==> src/hdl/ras_ram.sv <==
// Generic simple dual-port RAM: one write port, one read port, registered read.
// Read returns the old contents when the same entry is written in that cycle.
module ras_ram #(
  parameter int WIDTH = 8,
  parameter int DEPTH = 256
) (
  input  logic                     clk,
  input  logic                     we,
  input  logic [$clog2(DEPTH)-1:0] waddr,
  input  logic [WIDTH-1:0]         wdata,
  input  logic [$clog2(DEPTH)-1:0] raddr,
  output logic [WIDTH-1:0]         rdata
);

  logic [WIDTH-1:0] mem [DEPTH];

  // Write port
  always_ff @(posedge clk) begin
    if (we) begin
      mem[waddr] <= wdata;
    end
  end

  // Registered read port
  always_ff @(posedge clk) begin
    rdata <= mem[raddr];
  end

endmodule

==> config.mk <==
export PLATFORM = sky130hd
export DESIGN_NAME = ras_ram
export DESIGN_NICKNAME = d
export VERILOG_FILES = /design/src/hdl/ras_ram.sv
export SDC_FILE = /design/constraint.sdc
export NUM_CORES = 2
export LEC_CHECK = 0
export ABC_CLOCK_PERIOD_IN_PS = 2300
export BUFFER_PORTS_ARGS = -buffer_cell sky130_fd_sc_hd__buf_2
export CAP_MARGIN = 0
export CORE_ASPECT_RATIO = 1.2
export CORE_MARGIN = 1
export CORE_UTILIZATION = 52
export CTS_BUF_LIST = sky130_fd_sc_hd__clkbuf_2
export DETAILED_ROUTE_END_ITERATION = 6
export PLACE_DENSITY = 0.67
export SKIP_LAST_GASP = 1
export SLEW_MARGIN = 20
export SYNTH_ARGS = -nofsm -noshare
export SYNTH_HDL_FRONTEND = slang
export SYNTH_SLANG_ARGS = --single-unit
==> constraint.sdc <==
create_clock -name clk -period 2.3 [get_ports clk]
set_clock_uncertainty 0.05 [all_clocks]
set_input_delay 0 -clock clk [delete_from_list [all_inputs] [get_ports clk]]
set_output_delay 0 -clock clk [all_outputs]
set_load 0.005 [all_outputs]
==> summary by stage <==
Floorplanning
The area of the core is 0.1513 mm². Pin placement for this block handled 34 I/O pins. The die is 430.5 µm tall. The die area is 0.1546 mm². The effective utilization at floorplan is 52.59%.

Row generation in the floorplan step produced 156 rows. The width of the die is 359.1 µm.

Drt
The routed wire length is 201,900 µm. The routed length on met1 is 75,460 µm. The routed wire length per instance is 28.29 µm. The first detailed-routing pass took 6 iterations. The first routing iteration left 4,847 violations.

Wire segments on met2 add up to 101,100 µm in the final route. The highest layer touched by signal routing is met5. The count of nets left with antenna violations once routing finished came out at 0. Across all layers, the routed design uses 42.95k vias. In the routed design, unresolved DRC markers number 0. The per-cell via count in the routed design is 6.018.

In the detailed route, the total length drawn on met3 is 17,090 µm.

Worst hold path
In this run the worst hold path is classified as primary input to flip-flop. Along the worst hold path, the cell count comes to 9. For hold timing, the worst endpoint is rdata[4]$_DFF_P_. The start point of the worst min-delay path is raddr[4].

Synth
The post-synthesis average cell area is 21.31 µm². The post-synthesis instance total is 3,733. The predominant post-synthesis flop cell is edfxtp_1. Sorting the synthesized cells by area gives the leading types as edfxtp_1, mux4_2, mux2i_1. The library cell with the largest summed area after synthesis is edfxtp_1.

The synthesized design contains 2,048 enable-type register cells. The area of the mapped netlist is 0.07956 mm². The net count after synthesis is 3,759. Of the synthesized area, sequential elements account for 77.50%. The count of synthesis-stage warnings from yosys is 0.

Yosys instantiated no cell more often than edfxtp_1. The synthesized design contains 2,056 register bits. After synthesis, the share of flip-flops with an asynchronous set or reset is 0%. By count the netlist is led by edfxtp_1, mux4_2, nor2_1. The proportion of netlist area held by the largest area contributor is 77.30%.

Synthesis instantiated 55 different standard cells from the library.

Placement
The placement-stage cell area is 0.08704 mm². The HPWL after detailed placement is 131,800 µm. The routability congestion estimate from global placement is 0.9186. The count of buffers added on input and output ports is 33.

Worst setup path
The worst setup path is launched from a primary input. On the worst path, the slowest cell contributes a delay of 880 ps. Tracing the worst setup path back leads to its startpoint at raddr[4].

Data arrives at the worst endpoint at 4290 ps. The worst register-to-register path begins at mem[9][6]$_DFFE_PP_. The most numerous cell on the critical path is dlygate4sd3_1.

The terminus of the critical flop-to-flop path is rdata[6]$_DFF_P_. The nature of the critical path endpoint is a flip-flop. Measured in cells, the most critical reg-to-reg path has a length of 6.

The critical path goes through dlygate4sd3_1 -> buf_2 -> dlygate4sd3_1 -> buf_4 -> nand2b_1 -> dlygate4sd3_1 -> buf_4 -> dlygate4sd3_1 -> a21oi_1 -> nor4_1 -> nor4_2. The setup check on the worst reg-to-reg path leaves a slack of 20 ps. Among all stages on the critical path, the largest delay is contributed by dlygate4sd3_1. The kind of critical path is primary input to flip-flop. For the worst setup path, the data required time is 3910 ps. The top fanout value on the critical path is 6.

Power and ir drop
The total chip power is 68.25 mW. The power density over the cells is 734.6 mW/mm². The leakage power figure is 31.11 nW. Across the VDD grid, the largest voltage drop is 0.5268 mV.

Clocking
Clock-pin slew was measured on the worst setup and hold paths at 120 ps. TritonCTS built the clock tree. CTS built an H-tree with a depth of 5. Buffers added to address setup during post-CTS repair amount to 0. Counting every sink on the clock net gives 2,056. The insertion delay of the later-clocked pin in the worst-skew pair is 1890 ps.

The clock root buffer master is clkbuf_2. The maximum number of buffers from clock root to sink is 4. The CTS buffer count is 475.

Global routing
The first global-routing pass estimated 294,000 µm of wire. The initial antenna violation count is 10. The global-route congestion overflow total is 0. The number of global-route vias before repair is 44.52k. For this run, the total global-route usage over all layers was measured as 26.38%.

The largest net degree at the start of global routing is 97.

Cells and area
Compared with the post-synthesis result, the final layout area differs by 16.78%. In the final design database the tool counted 4,838 nets. The finished cells cover 0.09291 mm². In the final layout, the share of cells above drive strength 1 is 38.40%.

Timing
The share of the clock period used by the worst path after layout is 116.9%. Setup repair after global routing could not meet its margin everywhere. Counting I/O delays and the setup requirement, the final critical path takes 2688 ps. The post-route worst setup slack is -387.6 ps. The upper clock frequency limit is 372.1 MHz. The final-report max-slew violation count is 0. The total count of hold-check failures in the final report came to 0. Measured against its own limit, the worst slew margin works out to 18.75%. The total setup violations reported at the end of the flow is 109.

At the pin with the least slew margin, the transition time is 1219 ps.

Status
The run finished, with violations left. The checks that failed: negative setup slack.

Run
The tool flagged a number of max-cap violations equal to 0.
## power by group
group | total, mW | internal (mW) | switching (mW)
Clock | 22.3 | 8.59 | 13.7
Combinational | 4.62 | 1.97 | 2.65
Sequential | 41.3 | 41.2 | 0.0832
## cell families after synthesis
family | after synthesis | share of synthesized area (%)
multiplexers | 591 | 14.62
AO/OA/AOI/OAI | 385 | 3.419
buffers and inverters | 235 | 1.831
flip-flops | 2056 | 77.50
AND/OR/NAND/NOR | 466 | 2.628
## how the worst max path moves through the flow
| stage | end | slack [ps] |
|---|---|---|
| after floorplan | rdata[2]$_DFF_P_ | 310 |
| after global placement | rdata[2]$_DFF_P_ | -820 |
| after detailed placement | rdata[2]$_DFF_P_ | -900 |
| after CTS | rdata[1] | -370 |
| after global routing | rdata[6] | -380 |
| final | rdata[6]$_DFF_P_ | -390 |
## critical path: cells and delay by family
kind,cells,cell delay [ps]
AOI/OAI and AO/OA,1,80
buffers and inverters,7,3440
and+or+nand+nor,3,740
## per-stage QoR
stage	std cells	setup TNS, ps	worst slack, ps	utilization (%)	hold WS [ps]
floorplan	3733	0	312.1	-	48.87
global placement	6195	-4322	-824.7	57.54	421.1
detailed placement	6195	-4638	-901.1	57.54	425.1
CTS	7134	-4708	-370.6	61.33	4.174
global route	7136	-3989	-375.8	61.42	-0.4070
finish	7137	-7114	-387.6	61.42	117.9
## cells in the final DEF, fill, tap and decap left out, drive strengths merged, types with 8 or more instances in the layout
cell         instances
buf                721
a22o                 8
a221oi              14
nand2b               8
dfxtp                8
nand4               10
o211ai              10
clkinv             113
nand2               33
o221ai              47
a211oi              16
o21ai               12
inv                  8
nand3               34
dlygate4sd3        110
nor2               282
nor3                22
o22ai               28
a21oi               96
nor4                27
mux4               456
mux2i              134
a22oi              133
edfxtp            2048
clkbuf             699
nor2b               31
## what timing repair did
action,4_1_cts,5_1_grt
pin swaps,9,15
endpoints found under the setup margin,16,70
hold endpoints to repair,4104,666
hold buffers,120,8
resized for setup,65,32
## sequential cells by signal (all words and copies together) (netlist names)
| name | count |
|---|---|
| mem | 2048 |
| rdata | 8 |
## layout make-up
cell class,count,area [µm²]
clock inverter,125,625.6
antenna,6,15.01
sequential,2056,61680
clock buffer,696,3483
fill,10761,58360
inverter,2,7.507
multi-input combinational,1442,16850
timing repair buffer,835,7764
tap,1975,2471
## metal layers
metal  vias up  track usage (%)
met2      2173            43.45
li1      18167                -
met5         -                0
met1     22192            34.08
met3       412            5.385
met4         6            12.02
Note: power is estimated with default switching activity, not from simulation.
